## config.mk

```make
export PLATFORM = sky130hd
export DESIGN_NAME = one_button_countdown_timer
export DESIGN_NICKNAME = d
export VERILOG_FILES = /design/src/hw/rtl/obct_pkg.sv /design/src/hw/rtl/one_button_countdown_timer.sv /design/src/hw/rtl/obct_ctrl.sv /design/src/hw/rtl/obct_remain.sv
export SDC_FILE = /design/constraint.sdc
export NUM_CORES = 1
export LEC_CHECK = 0
export BUFFER_PORTS_ARGS = -buffer_cell sky130_fd_sc_hd__buf_2
export CAP_MARGIN = 5
export CORE_MARGIN = 2
export CORE_UTILIZATION = 40
export CTS_CLUSTER_SIZE = 14
export DETAILED_ROUTE_END_ITERATION = 8
export HOLD_SLACK_MARGIN = 0.12
export PLACE_DENSITY_LB_ADDON = 0.12
export SLEW_MARGIN = 10
export SYNTH_ARGS = -nofsm -noshare
export SYNTH_HDL_FRONTEND = slang
export SYNTH_SLANG_ARGS = --single-unit
```

## constraint.sdc

```tcl
create_clock -name i_clk -period 16.9 [get_ports i_clk]
set_input_delay 0 -clock i_clk [delete_from_list [all_inputs] [get_ports i_clk]]
set_output_delay 0 -clock i_clk [all_outputs]
set_load 0.01 [all_outputs]
```

## src/hw/rtl/obct_pkg.sv

```systemverilog
// Shared types and constants for the one-button countdown timer.
`default_nettype none

package obct_pkg;

    typedef enum logic [2:0] {
        ST_HOUR   = 3'd0,
        ST_MINUTE = 3'd1,
        ST_SECOND = 3'd2,
        ST_ACTIVE = 3'd3,
        ST_PAUSED = 3'd4,
        ST_ALERT  = 3'd5
    } t_phase;

    localparam logic [1:0] MODE_RELEASE = 2'd0;
    localparam logic [1:0] MODE_UPDATE  = 2'd1;
    localparam logic [1:0] MODE_SCENE   = 2'd2;

    localparam logic CFG_LONG   = 1'b0;
    localparam logic CFG_MEDIUM = 1'b1;

    localparam logic [15:0] LONG_RESET   = 16'd700;
    localparam logic [15:0] MEDIUM_RESET = 16'd300;

    localparam logic [5:0]  HOUR_MAX   = 6'd23;
    localparam logic [5:0]  MINSEC_MAX = 6'd59;
    localparam logic [16:0] ACC_MAX    = 17'd131071;
    localparam logic [39:0] TARGET_MAX = 40'hFF_FFFF_FFFF;
    localparam logic [16:0] REMAIN_MAX = 17'd86399;
    localparam logic [9:0]  BLINK_MS   = 10'd500;

    localparam logic [17:0] SEC_PER_HOUR = 18'd3600;
    localparam logic [17:0] SEC_PER_MIN  = 18'd60;

    // floor(d/3600) = (d * RECIP_HOUR) >> 28 and floor(d/60) = (d * RECIP_MIN) >> 23
    // for every d up to REMAIN_MAX
    localparam logic [16:0] RECIP_HOUR = 17'd74566;
    localparam logic [17:0] RECIP_MIN  = 18'd139811;

    typedef struct packed {
        logic [1:0]  mode;
        logic [15:0] press_ms;
        logic [31:0] now;
        logic [9:0]  ms_phase;
    } t_item;

    typedef struct packed {
        t_phase      phase;
        logic [5:0]  set_value;
        logic        has_remain;
        logic [39:0] target;
        logic [31:0] base;
        logic        blink;
    } t_snap;

endpackage

`default_nettype wire

```

## src/hw/rtl/one_button_countdown_timer.sv

```systemverilog
// Top level of the one-button countdown timer.
//
//  channel  | handshake                    | payload
//  ---------+------------------------------+----------------------------------------------
//  input    | i_in_valid / o_in_stall      | i_mode, i_press_ms, i_now_seconds, i_ms_phase
//  result   | o_out_valid / i_out_stall    | o_timer_mode, o_setting_value, o_remain_*,
//           |                              | o_blink_on
//  config   | i_cfg_we (no wait)           | i_cfg_idx, i_cfg_data
//
// One item per cycle while the result is not stalled; each result passes through input
// register, state update, remaining-time difference, reciprocal multiply and split.
// Synchronous reset enters hour setting with thresholds 700 ms and 300 ms.
// o_in_stall rises only when every stage holds an item and the result is stalled.
`default_nettype none

module one_button_countdown_timer
    import obct_pkg::*;
(
    input  wire logic        i_clk,
    input  wire logic        i_rst_n,
    input  wire logic        i_cfg_we,
    input  wire logic        i_cfg_idx,
    input  wire logic [15:0] i_cfg_data,
    input  wire logic        i_in_valid,
    output logic             o_in_stall,
    input  wire logic [1:0]  i_mode,
    input  wire logic [15:0] i_press_ms,
    input  wire logic [31:0] i_now_seconds,
    input  wire logic [9:0]  i_ms_phase,
    output logic             o_out_valid,
    input  wire logic        i_out_stall,
    output logic [2:0]       o_timer_mode,
    output logic [5:0]       o_setting_value,
    output logic [4:0]       o_remain_hours,
    output logic [5:0]       o_remain_minutes,
    output logic [5:0]       o_remain_seconds,
    output logic             o_blink_on
);

    logic  snap_valid;
    logic  snap_take;
    t_snap snap;

    obct_ctrl u_ctrl (
        .i_clk         (i_clk),
        .i_rst_n       (i_rst_n),
        .i_cfg_we      (i_cfg_we),
        .i_cfg_idx     (i_cfg_idx),
        .i_cfg_data    (i_cfg_data),
        .i_in_valid    (i_in_valid),
        .o_in_stall    (o_in_stall),
        .i_mode        (i_mode),
        .i_press_ms    (i_press_ms),
        .i_now_seconds (i_now_seconds),
        .i_ms_phase    (i_ms_phase),
        .i_snap_take   (snap_take),
        .o_snap_valid  (snap_valid),
        .o_snap        (snap)
    );

    obct_remain u_remain (
        .i_clk            (i_clk),
        .i_rst_n          (i_rst_n),
        .i_snap_valid     (snap_valid),
        .i_snap           (snap),
        .o_snap_take      (snap_take),
        .o_out_valid      (o_out_valid),
        .i_out_stall      (i_out_stall),
        .o_timer_mode     (o_timer_mode),
        .o_setting_value  (o_setting_value),
        .o_remain_hours   (o_remain_hours),
        .o_remain_minutes (o_remain_minutes),
        .o_remain_seconds (o_remain_seconds),
        .o_blink_on       (o_blink_on)
    );

endmodule

`default_nettype wire

```

## src/hw/rtl/obct_ctrl.sv

```systemverilog
// Input register, configuration thresholds and timer state update.
`default_nettype none

module obct_ctrl
    import obct_pkg::*;
(
    input  wire logic        i_clk,
    input  wire logic        i_rst_n,
    input  wire logic        i_cfg_we,
    input  wire logic        i_cfg_idx,
    input  wire logic [15:0] i_cfg_data,
    input  wire logic        i_in_valid,
    output logic             o_in_stall,
    input  wire logic [1:0]  i_mode,
    input  wire logic [15:0] i_press_ms,
    input  wire logic [31:0] i_now_seconds,
    input  wire logic [9:0]  i_ms_phase,
    input  wire logic        i_snap_take,
    output logic             o_snap_valid,
    output t_snap            o_snap
);

    logic [15:0] r_long;
    logic [15:0] r_medium;
    logic        r_v1;
    t_item       r_item;
    logic        r_v2;
    t_snap       r_snap;

    t_phase      r_phase, n_phase;
    logic [5:0]  r_set, n_set;
    logic [16:0] r_acc, n_acc;
    logic [39:0] r_target, n_target;
    logic [31:0] r_pause, n_pause;

    logic        ld1, ld2, step;
    logic        is_long, is_med, go_hour;
    logic [5:0]  maxv;
    logic [17:0] prod;
    logic [18:0] sum;
    logic [16:0] acc_sat;
    logic [6:0]  up_v;
    logic [5:0]  up_res, dn_v, dn_res;
    logic [41:0] resume_t;
    logic [39:0] resume_sat;
    logic [39:0] start_target;
    t_snap       n_snap;

    assign ld2        = !r_v2 || i_snap_take;
    assign ld1        = !r_v1 || ld2;
    assign step       = r_v1 && ld2;
    assign o_in_stall = !ld1;

    always_ff @(posedge i_clk) begin
        if (!i_rst_n) begin
            r_long   <= LONG_RESET;
            r_medium <= MEDIUM_RESET;
            r_v1     <= 1'b0;
            r_v2     <= 1'b0;
            r_phase  <= ST_HOUR;
            r_set    <= '0;
            r_acc    <= '0;
            r_target <= '0;
            r_pause  <= '0;
        end else begin
            if (i_cfg_we) begin
                unique case (i_cfg_idx)
                    CFG_LONG:   r_long   <= i_cfg_data;
                    CFG_MEDIUM: r_medium <= i_cfg_data;
                    default:    r_long   <= r_long;
                endcase
            end
            if (ld1) begin
                r_v1 <= i_in_valid;
            end
            if (ld2) begin
                r_v2 <= r_v1;
            end
            r_phase  <= n_phase;
            r_set    <= n_set;
            r_acc    <= n_acc;
            r_target <= n_target;
            r_pause  <= n_pause;
        end
    end

    always_ff @(posedge i_clk) begin
        if (ld1 && i_in_valid) begin
            r_item <= '{mode: i_mode, press_ms: i_press_ms, now: i_now_seconds,
                        ms_phase: i_ms_phase};
        end
        if (step) begin
            r_snap <= n_snap;
        end
    end

    always_comb begin
        is_long = r_item.press_ms > r_long;
        is_med  = r_item.press_ms > r_medium;
        maxv    = (r_phase == ST_HOUR) ? HOUR_MAX : MINSEC_MAX;

        unique case (r_phase)
            ST_HOUR:   prod = 18'(r_set) * SEC_PER_HOUR;
            ST_MINUTE: prod = 18'(r_set) * SEC_PER_MIN;
            default:   prod = 18'(r_set);
        endcase
        sum     = 19'(r_acc) + 19'(prod);
        acc_sat = (sum > 19'(ACC_MAX)) ? ACC_MAX : sum[16:0];

        up_v   = 7'(r_set) + 7'd1;
        up_res = (up_v > 7'(maxv)) ? 6'd0 : up_v[5:0];
        dn_v   = r_set - 6'd1;
        dn_res = (r_set == 6'd0) ? maxv : ((dn_v > maxv) ? 6'd0 : dn_v);

        resume_t   = 42'(r_target) + 42'(r_item.now) - 42'(r_pause);
        resume_sat = resume_t[41] ? 40'd0 : (resume_t[40] ? TARGET_MAX : resume_t[39:0]);

        start_target = 40'(r_item.now) + 40'(acc_sat);

        n_phase  = r_phase;
        n_set    = r_set;
        n_acc    = r_acc;
        n_target = r_target;
        n_pause  = r_pause;
        go_hour  = 1'b0;

        if (step) begin
            unique case (r_item.mode)
                MODE_RELEASE: begin
                    unique case (r_phase)
                        ST_HOUR, ST_MINUTE, ST_SECOND: begin
                            priority if (is_long) begin
                                n_acc = acc_sat;
                                n_set = 6'd0;
                                unique case (r_phase)
                                    ST_HOUR:   n_phase = ST_MINUTE;
                                    ST_MINUTE: n_phase = ST_SECOND;
                                    default: begin
                                        n_phase  = ST_ACTIVE;
                                        n_target = start_target;
                                    end
                                endcase
                            end else if (is_med) begin
                                n_set = dn_res;
                            end else begin
                                n_set = up_res;
                            end
                        end
                        ST_ACTIVE: begin
                            if (is_long) begin
                                go_hour = 1'b1;
                            end else begin
                                n_pause = r_item.now;
                                n_phase = ST_PAUSED;
                            end
                        end
                        ST_PAUSED: begin
                            n_target = resume_sat;
                            n_phase  = ST_ACTIVE;
                        end
                        ST_ALERT: begin
                            go_hour = 1'b1;
                        end
                        default: begin
                            n_phase = r_phase;
                        end
                    endcase
                end
                MODE_UPDATE: begin
                    if (r_phase == ST_ACTIVE && r_target <= 40'(r_item.now)) begin
                        n_phase = ST_ALERT;
                    end
                end
                MODE_SCENE: begin
                    if (r_phase != ST_ACTIVE && r_phase != ST_PAUSED) begin
                        go_hour = 1'b1;
                    end
                end
                default: begin
                    n_phase = r_phase;
                end
            endcase
        end

        if (go_hour) begin
            n_phase  = ST_HOUR;
            n_set    = 6'd0;
            n_acc    = 17'd0;
            n_target = 40'd0;
        end

        n_snap.phase      = n_phase;
        n_snap.set_value  = n_set;
        n_snap.has_remain = (n_phase == ST_ACTIVE) || (n_phase == ST_PAUSED);
        n_snap.target     = n_target;
        n_snap.base       = (n_phase == ST_ACTIVE) ? r_item.now : n_pause;
        n_snap.blink      = r_item.ms_phase >= BLINK_MS;
    end

    assign o_snap_valid = r_v2;
    assign o_snap       = r_snap;

    a_alert_restart: assert property (@(posedge i_clk) disable iff (!i_rst_n)
        step && r_item.mode == MODE_RELEASE && r_phase == ST_ALERT
        |=> r_phase == ST_HOUR && r_acc == 17'd0 && r_target == 40'd0)
        else $error("release while alerting did not restart hour setting");

    a_hold_state: assert property (@(posedge i_clk) disable iff (!i_rst_n)
        !step |=> $stable(r_phase) && $stable(r_set) && $stable(r_acc) && $stable(r_target))
        else $error("timer state changed without a transfer");

    a_update_only_active: assert property (@(posedge i_clk) disable iff (!i_rst_n)
        step && r_item.mode == MODE_UPDATE && r_phase != ST_ACTIVE
        |=> r_phase == $past(r_phase))
        else $error("update changed phase outside the active state");

endmodule

`default_nettype wire

```

## src/hw/rtl/obct_remain.sv

```systemverilog
// Remaining-time saturation, split into hours, minutes, seconds, and result register.
`default_nettype none

module obct_remain
    import obct_pkg::*;
(
    input  wire logic       i_clk,
    input  wire logic       i_rst_n,
    input  wire logic       i_snap_valid,
    input  wire t_snap      i_snap,
    output logic            o_snap_take,
    output logic            o_out_valid,
    input  wire logic       i_out_stall,
    output logic [2:0]      o_timer_mode,
    output logic [5:0]      o_setting_value,
    output logic [4:0]      o_remain_hours,
    output logic [5:0]      o_remain_minutes,
    output logic [5:0]      o_remain_seconds,
    output logic            o_blink_on
);

    typedef struct packed {
        t_phase     phase;
        logic [5:0] set_value;
        logic       blink;
    } t_show;

    logic        r_v3, r_v4, r_vo;
    logic [16:0] r_d3, r_d4;
    t_show       r_show3, r_show4, r_show_o;
    logic [4:0]  r_h4, r_hours;
    logic [10:0] r_tm4;
    logic [5:0]  r_minutes, r_seconds;

    logic        rdy_out, rdy4, rdy3;
    logic [40:0] diff;
    logic [16:0] d_sat;
    logic [33:0] hour_prod;
    logic [34:0] min_prod;
    logic [10:0] mins;
    logic [16:0] secs;

    assign rdy_out     = !r_vo || !i_out_stall;
    assign rdy4        = !r_v4 || rdy_out;
    assign rdy3        = !r_v3 || rdy4;
    assign o_snap_take = rdy3;

    always_comb begin
        diff = {1'b0, i_snap.target} - {9'd0, i_snap.base};
        if (!i_snap.has_remain || diff[40]) begin
            d_sat = 17'd0;
        end else if (diff[39:0] > 40'(REMAIN_MAX)) begin
            d_sat = REMAIN_MAX;
        end else begin
            d_sat = diff[16:0];
        end
        hour_prod = 34'(r_d3) * 34'(RECIP_HOUR);
        min_prod  = 35'(r_d3) * 35'(RECIP_MIN);
        mins      = r_tm4 - 11'(r_h4) * 11'(SEC_PER_MIN);
        secs      = r_d4 - 17'(r_tm4) * 17'(SEC_PER_MIN);
    end

    always_ff @(posedge i_clk) begin
        if (!i_rst_n) begin
            r_v3 <= 1'b0;
            r_v4 <= 1'b0;
            r_vo <= 1'b0;
        end else begin
            if (rdy3) begin
                r_v3 <= i_snap_valid;
            end
            if (rdy4) begin
                r_v4 <= r_v3;
            end
            if (rdy_out) begin
                r_vo <= r_v4;
            end
        end
    end

    always_ff @(posedge i_clk) begin
        if (rdy3 && i_snap_valid) begin
            r_d3    <= d_sat;
            r_show3 <= '{phase: i_snap.phase, set_value: i_snap.set_value,
                         blink: i_snap.blink};
        end
        if (rdy4 && r_v3) begin
            r_d4    <= r_d3;
            r_h4    <= hour_prod[32:28];
            r_tm4   <= min_prod[33:23];
            r_show4 <= r_show3;
        end
        if (rdy_out && r_v4) begin
            r_hours   <= r_h4;
            r_minutes <= mins[5:0];
            r_seconds <= secs[5:0];
            r_show_o  <= r_show4;
        end
    end

    assign o_out_valid      = r_vo;
    assign o_timer_mode     = r_show_o.phase;
    assign o_setting_value  = r_show_o.set_value;
    assign o_remain_hours   = r_hours;
    assign o_remain_minutes = r_minutes;
    assign o_remain_seconds = r_seconds;
    assign o_blink_on       = r_show_o.blink;

    a_hour_split: assert property (@(posedge i_clk) disable iff (!i_rst_n)
        r_v4 |-> (17'(r_h4) * 17'd3600 <= r_d4) && (r_d4 < 17'(r_h4) * 17'd3600 + 17'd3600))
        else $error("hour quotient out of range");

    a_minute_split: assert property (@(posedge i_clk) disable iff (!i_rst_n)
        r_v4 |-> (17'(r_tm4) * 17'd60 <= r_d4) && (r_d4 < 17'(r_tm4) * 17'd60 + 17'd60))
        else $error("minute quotient out of range");

    a_result_range: assert property (@(posedge i_clk) disable iff (!i_rst_n)
        r_vo |-> r_hours < 5'd24 && r_minutes < 6'd60 && r_seconds < 6'd60)
        else $error("remaining time field out of range");

endmodule

`default_nettype wire
```

==> summary.txt, run 1 <==
Synthesis
  • Seq cells post-synth: about 360
  • Mapped Cells: 3290
  • Xor-xnor portion of the synthesized cell area: roughly 5%
  • Yosys warns: 0
  • Synth Flop Type: edfxtp_1
  • Post-synth ARST share: 0%
  • Syn_area_per_cell: 9.384 um2
  • Post-synth EDFFs: ~220
  • Mux cell area share after synthesis: 1.629%
  • Post-synthesis simple-gate area fraction: 12.46%
  • Synth cell types: between 90 and 100
  • Mapped Area: 30870 um2
  • Register area share after synthesis: 30.35%
  • Synth Area in Compound Gates: 17.60%
  • Main combinational cell family by area after synthesis: adder cells
  • Syn_nets: 3970
  • Synth Area in Adders: 26.91%

Final layout
  • Layout fillers: 7340
  • Utilization after layout: between 40% and 50%
  • Share of cells above drive strength 1: about 8.4%
  • Area delta synth->final: 14.75%
  • Fin nets: 4188
  • Diodes inserted: 0

Timing
  • Hold Violations, Final: 0
  • Min Tclk post-route: 9.502 ns
  • Period Utilization, post-route: 56.22%
  • Worst hold slack: ~0.14 ns
  • Setup tns final: 0 ns
  • Finish-stage setup viols: 0
  • Setup slack after layout: about 7.4 ns
  • Count of pins over their slew limit: 0
  • RSZ-0062 raised after global routing: false
  • Worst clock skew: 0.02696 ns
  • Worst slew pin tran: 1.194 ns
  • Worst slew margin relative to its limit: roughly a fifth
  • Fmax: 0.1052 GHz

Pwr
  • Pleak: ~16 nW
  • Pint: 1.845 mW
  • Reg power frac: 36.9%
  • Sw Pwr: 0.8448 mW
  • Clock share of power: around 36%
  • Tot Pwr: about 2.7 mW
  • PwrDens: between 70 and 80 nW/um2
  • Comb power frac: 26.8%
  • Sw Share: 31.40%
  • Peak VDD IR: 70.39 uV

Hold path
  • Worst hold path depth: 2
  • Hold Path Class: in2reg
  • Hold Startpoint: i_now_seconds[5]

Setup path
  • Reg2reg start: u_ctrl.r_set[2]
  • Startpoint types: register
  • Crit-path max FO: 32
  • R2r setup slk: between 7 and 8 ns
  • Crit path largest cell delay: 0.74 ns
  • Most numerous cell on the critical path: fa_1
  • Crit path kind: reg2reg
  • Crit path depth: 38
  • Buf/Inv on CP: 4
  • Max stage delay cell, worst path: o21bai_1
  • Largest delay contributor family on the critical path: compound AO/OA/AOI/OAI gates
  • Required time worst endpoint: 17.20 ns
  • Crit path launch: u_ctrl.r_set[2]
  • WP data arrival: between 9 and 10 ns
  • CP Capture Type: register
  • Worst-case reg-to-reg path depth: 38

Run status
  • Outcome: completed

Floorplan
  • Die width: 281.8 um
  • Die ar.: 79430 um2
  • Core area: 76200 um2
  • Row count: 101
  • Starting density of the core: 40.52%
  • IO Count: 111
  • Die Y: ~280 um

Placed design
  • GP Congestion: 0.9345
  • Place WS: 7.537 ns
  • DP Wirelength: 69.15 mm
  • I/O Buffers: 108

CTS
  • CTS Buf Count: 42
  • CTS tree: done
  • Worst-Skew Late Latency: 0.59 ns
  • CTS H-tree lvls: 2
  • Clk slew on worst S/H paths: about 0.06 ns
  • Clock Tree Buf Depth: 3
  • Clock Sinks: 357
  • Clk root buf: clkbuf_16

Routing
  • WL final: 90.13 mm
  • Vias post-DR: 24880
  • Router iterations before antenna repair: 7
  • Wire per inst: 19.71 um
  • DR DRC count: 0
  • Antenna-violating nets left: 0
  • First DRT Iteration DRCs: 1700
  • Via-to-Cell Ratio: between 5 and 6

Global route
  • GRT Total Usage: 22.84%
  • Largest net degree at the start of global routing: 70
  • Vias in the first global route: approximately 25000
  • First-pass GRT wire length: approximately 140 mm
  • GRT overflow: 0
  • Initial antenna violation count: 1

Flow run
  • Max-Cap Viols: 0
==> Yosys cell counts, drive strengths merged (20+ instances only) <==
cell type,instances,area share [%]
a211oi,30,0.76
a21o,64,1.6
a21oi,279,4.8
a31oi,48,1.0
and3,26,0.53
buf,22,0.47
clkbuf,82,1.0
dfxtp,135,8.8
edfxtp,222,22
fa,110,7.1
ha,488,20
inv,379,4.6
mux2i,48,1.6
nand2,269,3.3
nand2b,24,0.51
nand3,45,0.73
nand4,38,0.77
nor2,207,2.5
nor2b,39,0.79
nor3,67,1.1
nor4,20,0.49
o211ai,60,1.5
o21ai,133,2.2
o21bai,33,0.80
o31ai,26,0.63
xnor2,122,3.5
xor2,52,1.5
==> routing by layer <==
metal	GRT usage (%)	wire [um]
met4	6.233	2388
met3	2.196	3828
met5	0	0
met1	30.50	40780
met2	39.32	43130
==> flip-flops by register name (all words and copies together) (netlist names), 16 cells and up <==
register         cells
u_ctrl.o_snap       83
u_ctrl.r_acc        17
u_ctrl.r_item       58
u_ctrl.r_long       16
u_ctrl.r_medium     16
u_ctrl.r_pause      32
u_ctrl.r_target     40
u_remain.r_d3       17
==> cell type report <==
| type | instances | area, um2 | share of cell area, % |
|---|---|---|---|
| multi-input combinational | 2448 | 19700 | 55.61 |
| sequential | 357 | 9369 | 26.45 |
| timing repair buffer | 278 | 2162 | 6.103 |
| inverter | 381 | 1431 | 4.040 |
| tap | 1030 | 1289 | 3.638 |
| clock buffer | 56 | 1197 | 3.380 |
| clock inverter | 22 | 279.0 | 0.7876 |
==> power groups by stage <==
| stage | logic, mW | clock network [mW] | registers, mW |
|---|---|---|---|
| floorplan | 0.509 | 0 | 0.997 |
| global placement | 0.681 | 0 | 1.01 |
| detailed placement | 0.695 | 0 | 1.01 |
| CTS | 0.726 | 1.00 | 0.993 |
| global route | 0.822 | 1.03 | 0.997 |
| finish | 0.720 | 0.977 | 0.993 |
==> timing repair <==
action	4_1_cts	5_1_grt
hold endpoints to repair	133	0
hold buffers	138	0
resized for setup	0	0
buffers inserted	0	0
==> logic make-up after synthesis <==
group | count (synthesis)
compound gates | 819
simple gates | 807
fa+ha+maj | 598
buf+inv | 485
flops | 357
xor+xnor | 174
mux | 50
==> cell usage in the layout (no fill, tap or decap), types with 52 or more instances in the layout <==
cell / n
fa_1: 110
nor3_1: 65
xor2_1: 52
nor2_1: 204
ha_1: 488
o211ai_1: 59
a21oi_1: 260
o21ai_0: 123
dfxtp_1: 135
edfxtp_1: 222
inv_1: 375
buf_2: 108
xnor2_1: 121
dlygate4sd3_1: 138
a21o_1: 64
nand2_1: 269
==> worst reg2reg max path: cells and delay by family, from the launching register on <==
kind,cells,cell delay (ns)
compound gates,14,3.42
flops,1,0.70
mux,1,0.14
xor+xnor,2,0.27
simple gates,11,1.72
fa+ha+maj,6,2.40
buf+inv,4,0.59
==> final timing paths <==
| kind | end |
|---|---|
| worst max-delay path | u_ctrl.o_snap[61] |
| worst min-delay path | u_ctrl.r_item[15] |
| worst max register to register | u_ctrl.o_snap[61] |
| worst min register to register | u_remain.r_show4[2] |
==> stage by stage <==
step	instances	area, um2
4_1_cts	4572	35430
3_5_place_dp	4356	32570
2_1_floorplan	3290	30870
5_1_grt	4572	35430
3_3_place_gp	4356	32570
6_report	4572	35430
No activity file was read; power rests on OpenSTA's default activity.
==> inputs of run 2 (changes only) <==
--- a/config.mk
+++ b/config.mk
@@ -5,6 +5,7 @@
 export SDC_FILE = /design/constraint.sdc
 export NUM_CORES = 1
 export LEC_CHECK = 0
+export ABC_AREA = 1
 export BUFFER_PORTS_ARGS = -buffer_cell sky130_fd_sc_hd__buf_2
 export CAP_MARGIN = 5
 export CORE_MARGIN = 2
==> constraint.sdc (replaced) <==
create_clock -name i_clk -period 8.9 [get_ports i_clk]
set_input_delay 0 -clock i_clk [delete_from_list [all_inputs] [get_ports i_clk]]
set_output_delay 0 -clock i_clk [all_outputs]
set_load 0.01 [all_outputs]
==> run 2 against run 1 <==
Against the previous run: combinational power increased by 120%; synthesized cell count grew 36%; non-clock buffer count is 10 lower; fmax increased by 19%; sequential share of layout area shrank 2.1 points; design area grew 8.5%; setup slack worse by 6.5 ns; clock power rose by 100%; sequential power grew 90%; largest power group is now the clock network; highest routed layer unchanged.
==> summary.txt, run 2 <==
Timing
  • Setup slack after layout: 0.9114 ns (-6.487 ns)
  • Worst clock skew: 0.03410 ns (+0.007138 ns)
  • Count of pins over their slew limit: 0 (unchanged)
  • Min Tclk post-route: 7.989 ns (-1.513 ns)
  • Finish-stage setup viols: 0 (unchanged)
  • Hold Violations, Final: 0 (unchanged)
  • Period Utilization, post-route: 89.76% (+34 points)
  • Worst slew margin relative to its limit: 17.58% (-2.8 points)
  • Fmax: 0.1252 GHz (+19%)
  • Worst slew pin tran: 1.233 ns (+0.03946 ns)
  • Setup tns final: 0 ns (unchanged)
  • RSZ-0062 raised after global routing: false

Run status
  • Outcome: completed

Floorplan
  • Die ar.: 86720 um2 (+9.2%)
  • Die width: 294.5 um (+4.5%)
  • Starting density of the core: 40.39% (-0.12 points)
  • Row count: 106 (+5.0%)
  • IO Count: 111 (unchanged)
  • Core area: 83560 um2 (+9.6%)
  • Die Y: 294.5 um (+4.5%)

Hold path
  • Hold Path Class: in2reg

Setup path
  • Required time worst endpoint: 9.26 ns (-7.94 ns)
  • Most numerous cell on the critical path: nor2_1
  • Crit-path max FO: 10 (-69%)
  • Max stage delay cell, worst path: fa_1
  • Startpoint types: register
  • WP data arrival: 8.35 ns (-1.45 ns)
  • Reg2reg start: u_ctrl.r_set[4]
  • Crit path largest cell delay: 0.56 ns (-0.18 ns)
  • Crit Reg-Reg Endpoint: u_ctrl.o_snap[63]
  • Worst-case reg-to-reg path depth: 40 (+5.3%)
  • CP Capture Type: register
  • R2r setup slk: 0.91 ns (-6.49 ns)
  • Crit path kind: reg2reg
  • Crit path launch: u_ctrl.r_set[4]
  • Critical path endpoint: u_ctrl.o_snap[63]

Global route
  • GRT Total Usage: 24.25% (+1.4 points)
  • First-pass GRT wire length: 163.3 mm (+15%)
  • Largest net degree at the start of global routing: 63 (-10%)
  • Initial antenna violation count: 3 (+2)
  • GRT overflow: 0 (unchanged)
  • Vias in the first global route: 29490 (+17%)

CTS
  • Clk slew on worst S/H paths: 0.07 ns (about the same)
  • CTS H-tree lvls: 2 (unchanged)
  • Clk root buf: clkbuf_16
  • CTS tree: done
  • CTS Buf Count: 45 (+7.1%)
  • Worst-Skew Late Latency: 0.61 ns (+0.02 ns)
  • Clock Sinks: 357 (unchanged)
  • Clock Tree Buf Depth: 3 (unchanged)

Final layout
  • Most frequent cells in the layout: 954 x nand2_1, 809 x inv_1, 488 x ha_1
  • Fin nets: 5400 (+29%)
  • Final Non-Filler Cells: 5838 (+28%)
  • Share of cells above drive strength 1: 6.349% (-2.1 points)
  • Area delta synth->final: 13.92%
  • Commonest non-fill, non-tap cell in the layout: nand2_1
  • Largest register FFs: 83 (unchanged)

Synthesis
  • Yosys warns: 0 (unchanged)
  • Seq cells post-synth: 357 (unchanged)
  • Register area share after synthesis: 27.76% (-2.6 points)
  • Synth cell count leaders: 954 x nand2_1, 812 x inv_1, 488 x ha_1
  • Syn_nets: 5166 (+30%)
  • Synth Flop Type: edfxtp_1
  • Mapped Area: 33750 um2 (+9.3%)
  • Synth top area cells: edfxtp_1 20%, ha_1 18%, nand2_1 11%, inv_1 9.0%, dfxtp_1 8.0%
  • Post-synth ARST share: 0% (unchanged)
  • Syn_area_per_cell: 7.523 um2 (-20%)
  • Dominant cell type by area after synthesis: edfxtp_1
  • Synth top area share: 19.75% (-1.8 points)
  • Count leader, synth: nand2_1
  • Mapped Cells: 4486 (+36%)
  • Post-synth EDFFs: 222 (unchanged)
  • Synth cell types: 59 (-40%)

Routing
  • Via-to-Cell Ratio: 5.112 (-6.1%)
  • First DRT Iteration DRCs: 2164 (+27%)
  • Wire per inst: 17.92 um (-9.1%)
  • Antenna-violating nets left: 0 (unchanged)
  • DR DRC count: 0 (unchanged)
  • Vias post-DR: 29840 (+20%)
  • Router iterations before antenna repair: 5 (-2)
  • WL final: 104.6 mm (+16%)

Pwr
  • PwrDens: 141.5 nW/um2 (+86%)
  • Peak VDD IR: 146.4 uV (+110%)
  • Pleak: 19.67 nW (+25%)

Placed design
  • Place WS: 0.7233 ns (-6.814 ns)
  • DP Wirelength: 82.68 mm (+20%)
  • GP Congestion: 0.9561 (+2.3%)
  • Post-Place Cells: 5612 (+29%)
  • I/O Buffers: 108 (unchanged)

Flow run
  • Max-Cap Viols: 0 (unchanged)
## run 2: where the power goes
group	total [mW]	internal [mW]	switching, mW	leakage, nW
registers	1.89	1.83	0.0629	3.21
logic	1.59	0.585	1.00	15.7
clock network	1.96	1.14	0.822	0.760
## run 2: final cells by class
type / instances / area, um2
clock buffer: 53 / 1217
clock inverter: 31 / 355.3
antenna: 1 / 2.502
inverter: 845 / 3176
sequential: 357 / 9370
multi-input combinational: 3203 / 20880
fill: 8418 / 45110
tap: 1080 / 1351
timing repair buffer: 268 / 2095
## run 2: worst min path at each step
| stage | start | cells after the start | to | slack, ns |
|---|---|---|---|---|
| final | i_mode[0] | 2 | u_ctrl.r_item[58] | 0.14 |
| after global routing | i_mode[0] | 2 | u_ctrl.r_item[58] | 0.13 |
| after CTS | i_mode[0] | 2 | u_ctrl.r_item[58] | 0.12 |
| after detailed placement | i_now_seconds[11] | 1 | u_ctrl.r_item[21] | 0.18 |
| after global placement | i_now_seconds[21] | 1 | u_ctrl.r_item[31] | 0.18 |
| after floorplan | i_now_seconds[0] | 0 | u_ctrl.r_item[10] | 0.1 |
## run 2: per-stage QoR
step	hold slack (ns)	power, mW	cell area [um2]	util [%]
final	0.1369	5.441	38450	46.02
after detailed placement	0.1781	3.452	35450	42.43
after floorplan	0.09887	3.022	33750	-
after CTS	0.1240	5.490	38440	46.00
after global routing	0.1272	5.774	38450	46.02
after global placement	0.1767	3.453	35450	42.43
## run 2: what timing repair did
action                     4_1_cts  5_1_grt
hold buffers                   141        0
gates resized for setup          0        4
buffers inserted                 0        0
hold endpoints to repair       135        0
setup endpoints to repair        0       28
## run 2: routing by layer
metal  vias up  wire length (um)  GRT usage, %
li1      15110                 -             -
met1     13920             48230         32.85
met2       711             48420         41.12
met3       109              5823         3.077
met4         0              2149         5.463
met5         -                 0             0
## run 2: cell families (layout without fill, tap and decap cells)
| kind of cell | after synthesis | count (layout) | synth area share [%] |
|---|---|---|---|
| and+or+nand+nor | 1716 | 1716 | 21.24 |
| buffers and inverters | 926 | 1197 | 10.48 |
| AOI/OAI and AO/OA | 745 | 745 | 12.17 |
| adders and majority gates | 598 | 598 | 24.62 |
| DFF | 357 | 357 | 27.76 |
| xor gates and xnor gates | 144 | 144 | 3.737 |
| other | 0 | 1 | 0 |
## run 2: worst max-delay path: cells and delay by family (launching register included)
family / cells / cell delay (ns)
compound gates: 12 / 2.14
xor+xnor: 2 / 0.31
fa+ha+maj: 6 / 2.32
buf+inv: 6 / 0.69
flops: 1 / 0.51
simple gates: 14 / 1.76
